===== src/sv/cvw_pkg.sv =====
// cvw_pkg: shared constants, register codes and beat types for the 3x3 valid-window correlator
// used by every module of conv2d_valid_window_top; no dependencies
package cvw_pkg;

  localparam int unsigned MaxWidth = 1024;
  localparam int unsigned ColW     = $clog2(MaxWidth);
  localparam int unsigned WidthW   = ColW + 1;
  localparam int unsigned MinWidth = 3;
  localparam int unsigned DefWidth = 640;
  localparam int unsigned RowW     = 10;
  localparam int unsigned RowSat   = (1 << RowW) - 1;
  localparam int unsigned KSize    = 3;
  localparam int unsigned PixW     = 8;
  localparam int unsigned LineW    = 2 * PixW;
  localparam int unsigned CoefW    = 16;
  localparam int unsigned CfgW     = KSize * CoefW;
  localparam int unsigned ProdW    = 24;
  localparam int unsigned RowSumW  = 26;
  localparam int unsigned SumW     = 28;
  localparam int unsigned CfgAddrW = 2;

  typedef enum logic [CfgAddrW-1:0] {
    REG_WIDTH    = 2'd0,
    REG_COEF_TOP = 2'd1,
    REG_COEF_MID = 2'd2,
    REG_COEF_BOT = 2'd3
  } cfg_reg_e;

  // coef[k][l]: kernel row k, column l
  typedef struct packed {
    logic [WidthW-1:0]                  width;
    logic [KSize-1:0][KSize-1:0][CoefW-1:0] coef;
  } cfg_t;

  // pixel beat after the column/row counters
  typedef struct packed {
    logic            valid;
    logic [PixW-1:0] pix;
    logic [ColW-1:0] col;
    logic [RowW-1:0] row;
  } beat_t;

endpackage


===== src/sv/cvw_cfg_regs.sv =====
// cvw_cfg_regs: image width and kernel coefficient registers with width clamping
// depends on cvw_pkg
module cvw_cfg_regs (
  input  logic                          clk_i,
  input  logic                          rst_ni,
  input  logic                          cfg_we_i,
  input  logic [cvw_pkg::CfgAddrW-1:0]  cfg_addr_i,
  input  logic [cvw_pkg::CfgW-1:0]      cfg_wdata_i,
  output cvw_pkg::cfg_t                 cfg_o
);

  logic [cvw_pkg::WidthW-1:0]                 width_q;
  logic [cvw_pkg::KSize-1:0][cvw_pkg::CfgW-1:0] coef_q;

  always_ff @(posedge clk_i or negedge rst_ni) begin
    if (!rst_ni) begin
      width_q <= cvw_pkg::WidthW'(cvw_pkg::DefWidth);
      coef_q  <= '0;
    end else if (cfg_we_i) begin
      unique case (cvw_pkg::cfg_reg_e'(cfg_addr_i))
        cvw_pkg::REG_WIDTH:    width_q   <= cfg_wdata_i[cvw_pkg::WidthW-1:0];
        cvw_pkg::REG_COEF_TOP: coef_q[0] <= cfg_wdata_i;
        cvw_pkg::REG_COEF_MID: coef_q[1] <= cfg_wdata_i;
        cvw_pkg::REG_COEF_BOT: coef_q[2] <= cfg_wdata_i;
      endcase
    end
  end

  always_comb begin
    priority if (width_q < cvw_pkg::WidthW'(cvw_pkg::MinWidth)) begin
      cfg_o.width = cvw_pkg::WidthW'(cvw_pkg::MinWidth);
    end else if (width_q > cvw_pkg::WidthW'(cvw_pkg::MaxWidth)) begin
      cfg_o.width = cvw_pkg::WidthW'(cvw_pkg::MaxWidth);
    end else begin
      cfg_o.width = width_q;
    end
    for (int k = 0; k < cvw_pkg::KSize; k++) begin
      cfg_o.coef[k] = coef_q[k];
    end
  end

endmodule


===== config.mk =====
export PLATFORM = sky130hd
export DESIGN_NAME = cvw_cfg_regs
export DESIGN_NICKNAME = d
export VERILOG_FILES = /design/src/sv/cvw_pkg.sv /design/src/sv/cvw_cfg_regs.sv
export SDC_FILE = /design/constraint.sdc
export NUM_CORES = 1
export LEC_CHECK = 0
export BUFFER_PORTS_ARGS = -buffer_cell sky130_fd_sc_hd__buf_2
export CORE_ASPECT_RATIO = 1.1
export CORE_MARGIN = 2
export CORE_UTILIZATION = 40
export DETAILED_ROUTE_END_ITERATION = 16
export GPL_TIMING_DRIVEN = 0
export PLACE_DENSITY = 0.69
export SETUP_SLACK_MARGIN = 0.2
export SLEW_MARGIN = 25
export SYNTH_ARGS = -nofsm -noshare
export SYNTH_HDL_FRONTEND = slang
export SYNTH_SLANG_ARGS = --single-unit

===== constraint.sdc =====
create_clock -name clk_i -period 1.35 [get_ports clk_i]
set_clock_uncertainty 0.05 [all_clocks]
set_input_delay 0.27 -clock clk_i [delete_from_list [all_inputs] [get_ports clk_i]]
set_output_delay 0.27 -clock clk_i [all_outputs]
set_load 0.02 [all_outputs]

==> key figures <==
Outcome
  – Status: finished, violations left
  – Failing checks: hold timing, setup timing

Route
  – Routed wl met3: 1040 µm
  – Post-Route WL: 14400 µm
  – DR iter-0 viols: 148
  – TritonRoute pass-1 iters: 4
  – Drt wl/cell: 17.5 µm
  – Met2 wire len: 7670 µm
  – DRC: 0
  – Via Count: 3950
  – Antenna-violating nets left: 0
  – Max Used Layer: met5
  – Post-DR vias/cell: 4.80
  – Met1 wire length: 5550 µm

CTS
  – CTS tree: done
  – Clock buffer depth: 2
  – Cts bufs inserted: 17
  – Clock slew at reported path FFs: 0.06 ns
  – H-tree depth: 4
  – CTS Sinks: 155
  – Clk Latency, worst-skew pair: 0.41 ns
  – CTS root buffer: clkbuf_16

Floorplan
  – Die W: 119 µm
  – Std-Cell Rows: 46
  – DIE AREA: 15600 µm²
  – Core Box Area: 14400 µm²
  – Die Y: 131 µm
  – Initial Util: 0.407
  – I/O pin count: 208

Logic synthesis
  – Register area share after synthesis: 0.662
  – Synth warn: 0
  – Post-synth top area share: 0.653
  – Top FF cell, synth: dfrtp_1
  – Area contributors post-synth: dfrtp_1, mux2_2, buf_6, dfstp_2, buf_2
  – Dominant cell type by area after synthesis: dfrtp_1
  – Count of state elements after synthesis: 155
  – Post-synth EDFFs: 0
  – Most frequent cells after synthesis: dfrtp_1, mux2_2, buf_2
  – Yosys cell types: 14
  – Syn nets: 399
  – Post-Syn Area: 5860 µm²
  – Synth async-reset ratio: 1.00
  – Avg Cell Area, Syn: 16.9 µm²
  – Gate Count Post-Synth: 346

Cells and area
  – Layout Cells excl Fill: 823
  – Layout cells sized above 1: 0.751
  – N_diodes: 0
  – Area added between synthesis and finish: 58.1%
  – Final instance area: 9260 µm²
  – Final nets: 671
  – Fill cell count: 1029

STA
  – RSZ-0062 raised after global routing: yes
  – Max Clock Freq: 0.546 GHz
  – Period utilization: 1.36
  – Setup-failing EPs final: 11
  – Hold WS: -0.281 ns
  – Slew HR: 0.683
  – Worst-Margin Slew: 0.475 ns
  – Slew Limit Fails: 0
  – Final Hold Fails: 58
  – Fin crit period: 1.83 ns
  – Setup ws final: -0.481 ns

Global routing
  – Vias in the first global route: 4203
  – First-pass GRT wire length: 22500 µm
  – Total congestion overflow: 0
  – Largest net degree at the start of global routing: 98
  – GRT Util Overall: 0.190
  – Initial antenna violation count: 1

Place
  – HPWL Detailed: 9650 µm
  – Placed Area: 7280 µm²
  – Port Buffers: 207
  – Dpl ws: -0.165 ns
  – Final Wtd Congestion: 0.735
  – Dpl cells: 746

Pwr
  – LEAKAGE: 4.35 nW
  – Pwr dens: 1720 nW/µm²
  – Worst VDD drop: 0.856 mV

Setup path
  – Critical Setup Path Class: flip-flop to output pin
  – CP endpoint kind: output pin
  – Crit path launch type: flip-flop
  – Req. time, crit path: 1.03 ns
  – Crit path DAT: 1.51 ns
  – Number of cells on the worst reg-to-reg path: 4
  – CP max FO: 3

Job
  – Max-Cap Viols: 0

Worst hold path
  – Worst hold path type: input port to async pin
area by class of cell:
class | instances | area, µm² | area share
plain buffers | 18 | 175 | 0.0189
clock buffers | 20 | 467 | 0.0504
clock inverters | 12 | 134 | 0.0145
multi-input cells | 173 | 1970 | 0.212
flip-flops and latches | 155 | 3880 | 0.419
well taps | 192 | 240 | 0.0259
repair buffers | 253 | 2400 | 0.259
cells in the final DEF, fill, tap and decap left out, types with 3 or more instances in the layout:
master	n
buf_6	167
nor2b_4	7
clkinv_2	3
dfrtp_1	152
buf_2	57
inv_6	4
clkbuf_8	3
buf_4	43
mux2_2	152
mux2_4	3
clkbuf_16	18
cells by family after synthesis:
logic type,share of synthesized area
AOI/OAI and AO/OA,0.00171
DFF,0.662
and+or+nand+nor,0.0167
muxes,0.298
buffers and inverters,0.0214
per-stage QoR:
stage	hold WS, ns	power, mW	TNS [ns]	utilization
after floorplan	-0.0756	8.17	0	-
after global placement	0.432	9.45	-333.48	0.503
after detailed placement	0.168	9.60	-11.20	0.506
after CTS	-0.278	15.9	-3.39	0.631
after global routing	-0.277	16.7	-3.68	0.644
final	-0.281	16.0	-3.01	0.644
power breakdown:
group          internal (mW)  switching, mW  leakage (nW)  total (mW)
logic                   2.83           2.18          2.23        5.01
clock network           2.89           1.85         0.294        4.74
registers               5.55          0.678          1.83        6.23
per-layer routing:
layer / track usage / vias to the layer above
li1: - / 1769
met1: 0.214 / 2018
met2: 0.336 / 148
met3: 0.0729 / 13
met4: 0.0595 / 2
met5: 0 / -
final timing paths:
path | startpoint | to | slack, ns
min reg2reg | cfg_o[28] | cfg_o[28] | 0.48
max | width_q[5] | cfg_o[144] | -0.48
min in group clk_i | cfg_wdata_i[30] | cfg_o[30] | 0.06
min | rst_ni | cfg_o[28] | -0.28
max in group asynchronous | rst_ni | width_q[9] | 0.69
max reg2reg | width_q[10] | width_q[10] | 0.11
critical path, cell delays in order, from the launching register on:
cell and delay, ns:
dfrtp_1 0.41, nor4_4 0.32, a21oi_1 0.12, nor2_2 0.12, buf_6 0.13
what timing repair did:
item,in CTS,in global routing
pin swaps,4,1
setup endpoints to repair,155,156
resized for setup,314,10
cloned,1,0
buffers inserted,26,18
endpoints found under the hold margin,58,58
state kept, by name, summed over array words and instances, names as in the netlist:
signal and cells:
cfg_o 144, width_q 11
(Power assumes the default switching activity.)
