--- config.mk ---
export PLATFORM = sky130hd
export DESIGN_NAME = cvw_mac
export DESIGN_NICKNAME = d
export VERILOG_FILES = /design/src/sv/cvw_pkg.sv /design/src/sv/cvw_mac.sv
export SDC_FILE = /design/constraint.sdc
export NUM_CORES = 2
export LEC_CHECK = 0
export ABC_CLOCK_PERIOD_IN_PS = 5460
export BUFFER_PORTS_ARGS = -buffer_cell sky130_fd_sc_hd__buf_4
export CELL_PAD_IN_SITES_DETAIL_PLACEMENT = 2
export CELL_PAD_IN_SITES_GLOBAL_PLACEMENT = 2
export CORE_AREA = 2 2 377 379
export DETAILED_ROUTE_END_ITERATION = 6
export DIE_AREA = 0 0 379 381
export PLACE_DENSITY_LB_ADDON = 0.1
export SETUP_SLACK_MARGIN = 0.15
export SLEW_MARGIN = 20
export SYNTH_ARGS = -nofsm -noshare
export SYNTH_HDL_FRONTEND = slang
export SYNTH_SLANG_ARGS = --single-unit
--- constraint.sdc ---
create_clock -name clk_i -period 5.46 [get_ports clk_i]
set_input_delay 0.546 -clock clk_i [delete_from_list [all_inputs] [get_ports clk_i]]
set_output_delay 0.546 -clock clk_i [all_outputs]
set_load 0.03 [all_outputs]
--- src/sv/cvw_pkg.sv ---
// cvw_pkg: shared constants, register codes and beat types for the 3x3 valid-window correlator
// used by every module of conv2d_valid_window_top; no dependencies
package cvw_pkg;

  localparam int unsigned MaxWidth = 1024;
  localparam int unsigned ColW     = $clog2(MaxWidth);
  localparam int unsigned WidthW   = ColW + 1;
  localparam int unsigned MinWidth = 3;
  localparam int unsigned DefWidth = 640;
  localparam int unsigned RowW     = 10;
  localparam int unsigned RowSat   = (1 << RowW) - 1;
  localparam int unsigned KSize    = 3;
  localparam int unsigned PixW     = 8;
  localparam int unsigned LineW    = 2 * PixW;
  localparam int unsigned CoefW    = 16;
  localparam int unsigned CfgW     = KSize * CoefW;
  localparam int unsigned ProdW    = 24;
  localparam int unsigned RowSumW  = 26;
  localparam int unsigned SumW     = 28;
  localparam int unsigned CfgAddrW = 2;

  typedef enum logic [CfgAddrW-1:0] {
    REG_WIDTH    = 2'd0,
    REG_COEF_TOP = 2'd1,
    REG_COEF_MID = 2'd2,
    REG_COEF_BOT = 2'd3
  } cfg_reg_e;

  // coef[k][l]: kernel row k, column l
  typedef struct packed {
    logic [WidthW-1:0]                  width;
    logic [KSize-1:0][KSize-1:0][CoefW-1:0] coef;
  } cfg_t;

  // pixel beat after the column/row counters
  typedef struct packed {
    logic            valid;
    logic [PixW-1:0] pix;
    logic [ColW-1:0] col;
    logic [RowW-1:0] row;
  } beat_t;

endpackage

--- src/sv/cvw_mac.sv ---
// cvw_mac: 3x3 window shift, nine parallel products, two-level registered adder tree
// depends on cvw_pkg
module cvw_mac (
  input  logic                                              clk_i,
  input  logic                                              rst_ni,
  input  logic                                              adv_i,
  input  cvw_pkg::beat_t                                    s1_i,
  input  logic [cvw_pkg::LineW-1:0]                         line_i,
  input  logic [cvw_pkg::KSize-1:0][cvw_pkg::KSize-1:0][cvw_pkg::CoefW-1:0] coef_i,
  output logic                                              out_valid_o,
  output logic signed [cvw_pkg::SumW-1:0]                   conv_sum_o,
  output logic [cvw_pkg::RowW-1:0]                          out_row_o,
  output logic [cvw_pkg::ColW-1:0]                          out_column_o
);

  localparam int unsigned KS = cvw_pkg::KSize;

  logic [cvw_pkg::PixW-1:0]          win_q [KS][KS];
  logic [cvw_pkg::PixW-1:0]          win_d [KS][KS];
  logic signed [cvw_pkg::ProdW:0]    prod_full [KS][KS];
  logic                              hit;

  logic                              p_valid_q;
  logic signed [cvw_pkg::ProdW-1:0]  prod_q [KS][KS];
  logic [cvw_pkg::RowW-1:0]          p_row_q;
  logic [cvw_pkg::ColW-1:0]          p_col_q;

  logic                              r_valid_q;
  logic signed [cvw_pkg::RowSumW-1:0] rsum_q [KS];
  logic [cvw_pkg::RowW-1:0]          r_row_q;
  logic [cvw_pkg::ColW-1:0]          r_col_q;

  logic                              o_valid_q;
  logic signed [cvw_pkg::SumW-1:0]   sum_q;
  logic [cvw_pkg::RowW-1:0]          o_row_q;
  logic [cvw_pkg::ColW-1:0]          o_col_q;

  always_comb begin
    for (int r = 0; r < KS; r++) begin
      for (int c = 0; c < KS - 1; c++) begin
        win_d[r][c] = win_q[r][c+1];
      end
    end
    win_d[0][KS-1] = line_i[cvw_pkg::PixW-1:0];
    win_d[1][KS-1] = line_i[cvw_pkg::LineW-1:cvw_pkg::PixW];
    win_d[2][KS-1] = s1_i.pix;
    for (int k = 0; k < KS; k++) begin
      for (int l = 0; l < KS; l++) begin
        prod_full[k][l] = $signed({1'b0, win_d[k][l]}) * $signed(coef_i[k][l]);
      end
    end
  end

  assign hit = s1_i.valid && (s1_i.row >= cvw_pkg::RowW'(KS - 1))
                          && (s1_i.col >= cvw_pkg::ColW'(KS - 1));

  always_ff @(posedge clk_i) begin
    if (adv_i && s1_i.valid) begin
      win_q <= win_d;
    end
  end

  // valid pipeline
  always_ff @(posedge clk_i or negedge rst_ni) begin
    if (!rst_ni) begin
      p_valid_q <= 1'b0;
      r_valid_q <= 1'b0;
      o_valid_q <= 1'b0;
    end else if (adv_i) begin
      p_valid_q <= hit;
      r_valid_q <= p_valid_q;
      o_valid_q <= r_valid_q;
    end
  end

  // payload pipeline
  always_ff @(posedge clk_i) begin
    if (adv_i) begin
      if (hit) begin
        for (int k = 0; k < KS; k++) begin
          for (int l = 0; l < KS; l++) begin
            prod_q[k][l] <= prod_full[k][l][cvw_pkg::ProdW-1:0];
          end
        end
        p_row_q <= s1_i.row - cvw_pkg::RowW'(KS - 1);
        p_col_q <= s1_i.col - cvw_pkg::ColW'(KS - 1);
      end
      if (p_valid_q) begin
        for (int k = 0; k < KS; k++) begin
          rsum_q[k] <= {{2{prod_q[k][0][cvw_pkg::ProdW-1]}}, prod_q[k][0]}
                     + {{2{prod_q[k][1][cvw_pkg::ProdW-1]}}, prod_q[k][1]}
                     + {{2{prod_q[k][2][cvw_pkg::ProdW-1]}}, prod_q[k][2]};
        end
        r_row_q <= p_row_q;
        r_col_q <= p_col_q;
      end
      if (r_valid_q) begin
        sum_q   <= {{2{rsum_q[0][cvw_pkg::RowSumW-1]}}, rsum_q[0]}
                 + {{2{rsum_q[1][cvw_pkg::RowSumW-1]}}, rsum_q[1]}
                 + {{2{rsum_q[2][cvw_pkg::RowSumW-1]}}, rsum_q[2]};
        o_row_q <= r_row_q;
        o_col_q <= r_col_q;
      end
    end
  end

  assign out_valid_o  = o_valid_q;
  assign conv_sum_o   = sum_q;
  assign out_row_o    = o_row_q;
  assign out_column_o = o_col_q;

endmodule

==> results.json <==
{
  "power.leakage_uw": 0.0331,
  "layout-drive-gt1-share_pct": 8.52,
  "mappedNetlistArea_sq_um": 59900,
  "slew_headroom_pct": 25.5,
  "vdd_ir_drop_max_mv": 0.390,
  "multi_input_area_sq_um": 41400,
  "yosys_warnings": 0,
  "seq_power_share_pct": 17.2,
  "grt_pass1_vias": 51300,
  "syn_avg_cell_area_sq_um": 9.94,
  "initial_core_util_pct": 42.6,
  "seqCellArea_sq_um": 13000,
  "drv_cap": 0,
  "synthCells": 6028,
  "p_sw_share_pct": 50.3,
  "dpl.hpwl_mm": 150,
  "core_area_sq_um": 141000,
  "ant_nets": 0,
  "gp_congestion": 0.806,
  "clkPwrFrac_pct": 8.4,
  "route.met2.wl_mm": 97.2,
  "grt_pass1_wl_mm": 294,
  "top_layer_used": "met5",
  "hold_viol": 0,
  "n_fill_cell": 14900,
  "p_per_area_nw_per_um2": 672,
  "ys_types": 78,
  "synth_edf_count": 430,
  "tns_ns": 0,
  "timing.fmax_mhz": 190,
  "ys_ff_latch": 433,
  "grt.total_usage_pct": 26.1,
  "cts-root-buf": "clkbuf_16",
  "gr-total-overflow": 0,
  "setup_violations": 0,
  "crit_path_max_fanout": 7,
  "synthFlopType": "edfxtp_1",
  "cp-start-kind": "flop",
  "critPathRequiredTime_ns": 5.89,
  "hold_ws_ns": 0.0845,
  "drv_slew": 0,
  "nets": 8121,
  "die-width_microns": 379,
  "drc": 0,
  "clock_latency_ns": 0.66,
  "wire_per_inst_microns": 22.0,
  "clk_pin_slew_worst_paths_ns": 0.06,
  "dieArea_sq_um": 144000,
  "numCtsBuffers": 55,
  "worst_slew_pin_slew_ns": 1.12,
  "grt_max_degree": 115,
  "clock_skew_ns": 0.0473,
  "tritoncts": "done",
  "wirelength_mm": 183,
  "drt_iter0_drc": 1686,
  "vias": 42900,
  "internal_power_uw": 22500,
  "rows": 138,
  "path_class": "flop to flop",
  "min_path_type": "input pin to flop",
  "wl_met1_mm": 76.2,
  "wl_met3_mm": 5.54,
  "cts_buffer_depth": 3,
  "io_pins": 241,
  "finalCriticalPeriod_ns": 5.25,
  "netSwitchingPower_uw": 22700,
  "end_kind": "flop",
  "firstDrtPassIters": 5,
  "rsz0062_at_grt": "yes",
  "areaGrowthSynthToFinish_pct": 12.2,
  "outcome": "complete, no violations",
  "mostFrequentLayoutCells": "1449 x inv_1, 999 x fa_1, 746 x nand2_1, 524 x and2_1, 521 x ha_1",
  "clkSinkCount": 433,
  "synth_seq_area_share_pct": 21.7,
  "antenna_found_initial": 6,
  "comb_power_share_pct": 74.4,
  "async_flop_share_pct": 0.693,
  "fin_util_pct": 47.8,
  "layout_commonest_cell": "inv_1",
  "syn-num-nets": 7745,
  "portBuffers": 240,
  "cts_max_level": 2,
  "critical_path_arrival_ns": 5.68,
  "via_per_inst": 5.15,
  "die_h_microns": 381,
  "fin_crit_sh_pct": 96.2
}
## final cells by class
| type | count | share of cell area [%] |
|---|---|---|
| Multi-Input combinational cell | 4059 | 61.5 |
| Sequential cell | 433 | 19.3 |
| Inverter | 1449 | 8.09 |
| Timing Repair Buffer | 406 | 4.85 |
| Tap cell | 1890 | 3.52 |
| Clock buffer | 64 | 2.10 |
| Clock inverter | 35 | 0.586 |
| Antenna cell | 1 | 0.00372 |
## timing repair
action,in CTS,in global routing
resized for setup,0,46
endpoints found under the hold margin,3,0
setup buffers,44,25
pin swaps,0,9
setup endpoints to repair,21,29
gates cloned,0,0
hold buffers,1,0
## worst max-delay path: stages (launching register included)
cell and delay, ns:
edfxtp_1 0.36, buf_4 0.15, buf_4 0.13, nand2_1 0.13, fa_2 0.65, inv_1 0.12
fa_1 0.57, inv_1 0.10, fa_1 0.52, fa_1 0.53, inv_1 0.05, ha_1 0.40
nand2_1 0.12, nor2_2 0.15, nand2_1 0.12, nor3_1 0.33, a2111oi_2 0.09, o31ai_1 0.10
a21oi_1 0.14, xnor2_1 0.28
## sequential cells by signal, summed over array words and instances, names as in the netlist
register and flops:
p_col_q 10, p_row_q 10, p_valid_q 1, conv_sum_o 28, r_valid_q 1, r_row_q 10
r_col_q 10, prod_q 216, out_column_o 10, win_d 48, out_valid_o 1, rsum_q 78
out_row_o 10
## cells by family (layout without fill, tap and decap cells)
family	Yosys count	count (layout)	synth area share, %
buffers and inverters	1536	1954	9.62
XOR/XNOR	302	302	4.41
AND/OR/NAND/NOR	1555	1555	12.5
flip-flops	433	433	21.7
other	0	1	0
adder cells (fa/ha/maj)	1525	1525	44.4
multiplexers	1	1	0.0188
AO/OA/AOI/OAI	676	676	7.37
## stage by stage
step / std cells / worst slack, ns / total power (uW) / area (sq um)
2_1_floorplan: 6028 / 0.0257 / 29800 / 60000
6_report: 8337 / 0.207 / 45200 / 67200
3_3_place_gp: 8167 / 0.173 / 38900 / 64600
3_5_place_dp: 8167 / -0.0395 / 40700 / 64600
5_1_grt: 8336 / 0.0486 / 49400 / 67200
4_1_cts: 8311 / 0.158 / 45200 / 66800
## synth_stat cells, types with 4 or more instances
master | count | area share, %
o21bai_1 | 33 | 0.41
xnor2_1 | 218 | 3.2
or3_1 | 7 | 0.073
o211ai_1 | 16 | 0.20
nor2_1 | 121 | 0.76
and3_1 | 8 | 0.083
clkbuf_1 | 85 | 0.53
o21ai_1 | 29 | 0.24
nand4_1 | 16 | 0.17
a21o_1 | 109 | 1.4
edfxtp_1 | 430 | 22
and2_1 | 527 | 5.5
nor2b_1 | 28 | 0.29
a31oi_1 | 27 | 0.28
xor2_1 | 84 | 1.2
a211o_1 | 8 | 0.12
o2111ai_1 | 8 | 0.12
fa_1 | 1002 | 33
o31a_1 | 7 | 0.10
inv_1 | 1449 | 9.1
o21ai_0 | 89 | 0.74
o31ai_1 | 10 | 0.13
a21oi_1 | 207 | 1.7
a41oi_1 | 4 | 0.058
nor3_1 | 29 | 0.24
nand2b_1 | 23 | 0.24
o21a_1 | 37 | 0.46
ha_1 | 523 | 11
a211oi_1 | 23 | 0.29
a21boi_0 | 4 | 0.050
nand2_1 | 748 | 4.7
a2111oi_0 | 12 | 0.18
nand3_1 | 28 | 0.23
a221o_1 | 5 | 0.083
## path summary, 6_finish.rpt
check / slack [ns] / to / cells after the start / start
max in group asynchronous: 5.11 / p_valid_q$_DFFE_PN0P_ / 2 / rst_ni
min in group asynchronous: 0.25 / r_valid_q$_DFFE_PN0P_ / 2 / rst_ni
setup / recovery: 0.21 / prod_q[0][71]$_DFFE_PP_ / 19 / win_d[64]$_DFFE_PP_
hold / removal: 0.08 / p_col_q[0]$_DFFE_PP_ / 1 / s1_i[10]
setup reg to reg: 0.21 / prod_q[0][71]$_DFFE_PP_ / 19 / win_d[64]$_DFFE_PP_
hold reg to reg: 0.41 / r_col_q[1]$_DFFE_PP_ / 0 / p_col_q[1]$_DFFE_PP_
## metal layers
layer | vias up | GRT usage, %
met5 | - | 0
met4 | 8 | 5.53
met3 | 211 | 2.68
met2 | 562 | 48.5
met1 | 22700 | 32.5
li1 | 19400 | -
## power by group through the flow
stage | clock (uW) | sequential [uW] | combinational, uW
CTS | 3880 | 7790 | 33600
global placement | 0 | 7790 | 31100
detailed placement | 0 | 7830 | 32800
finish | 3810 | 7760 | 33600
global route | 3990 | 7860 | 37600
floorplan | 0 | 7410 | 22400
(Power assumes the default switching activity.)
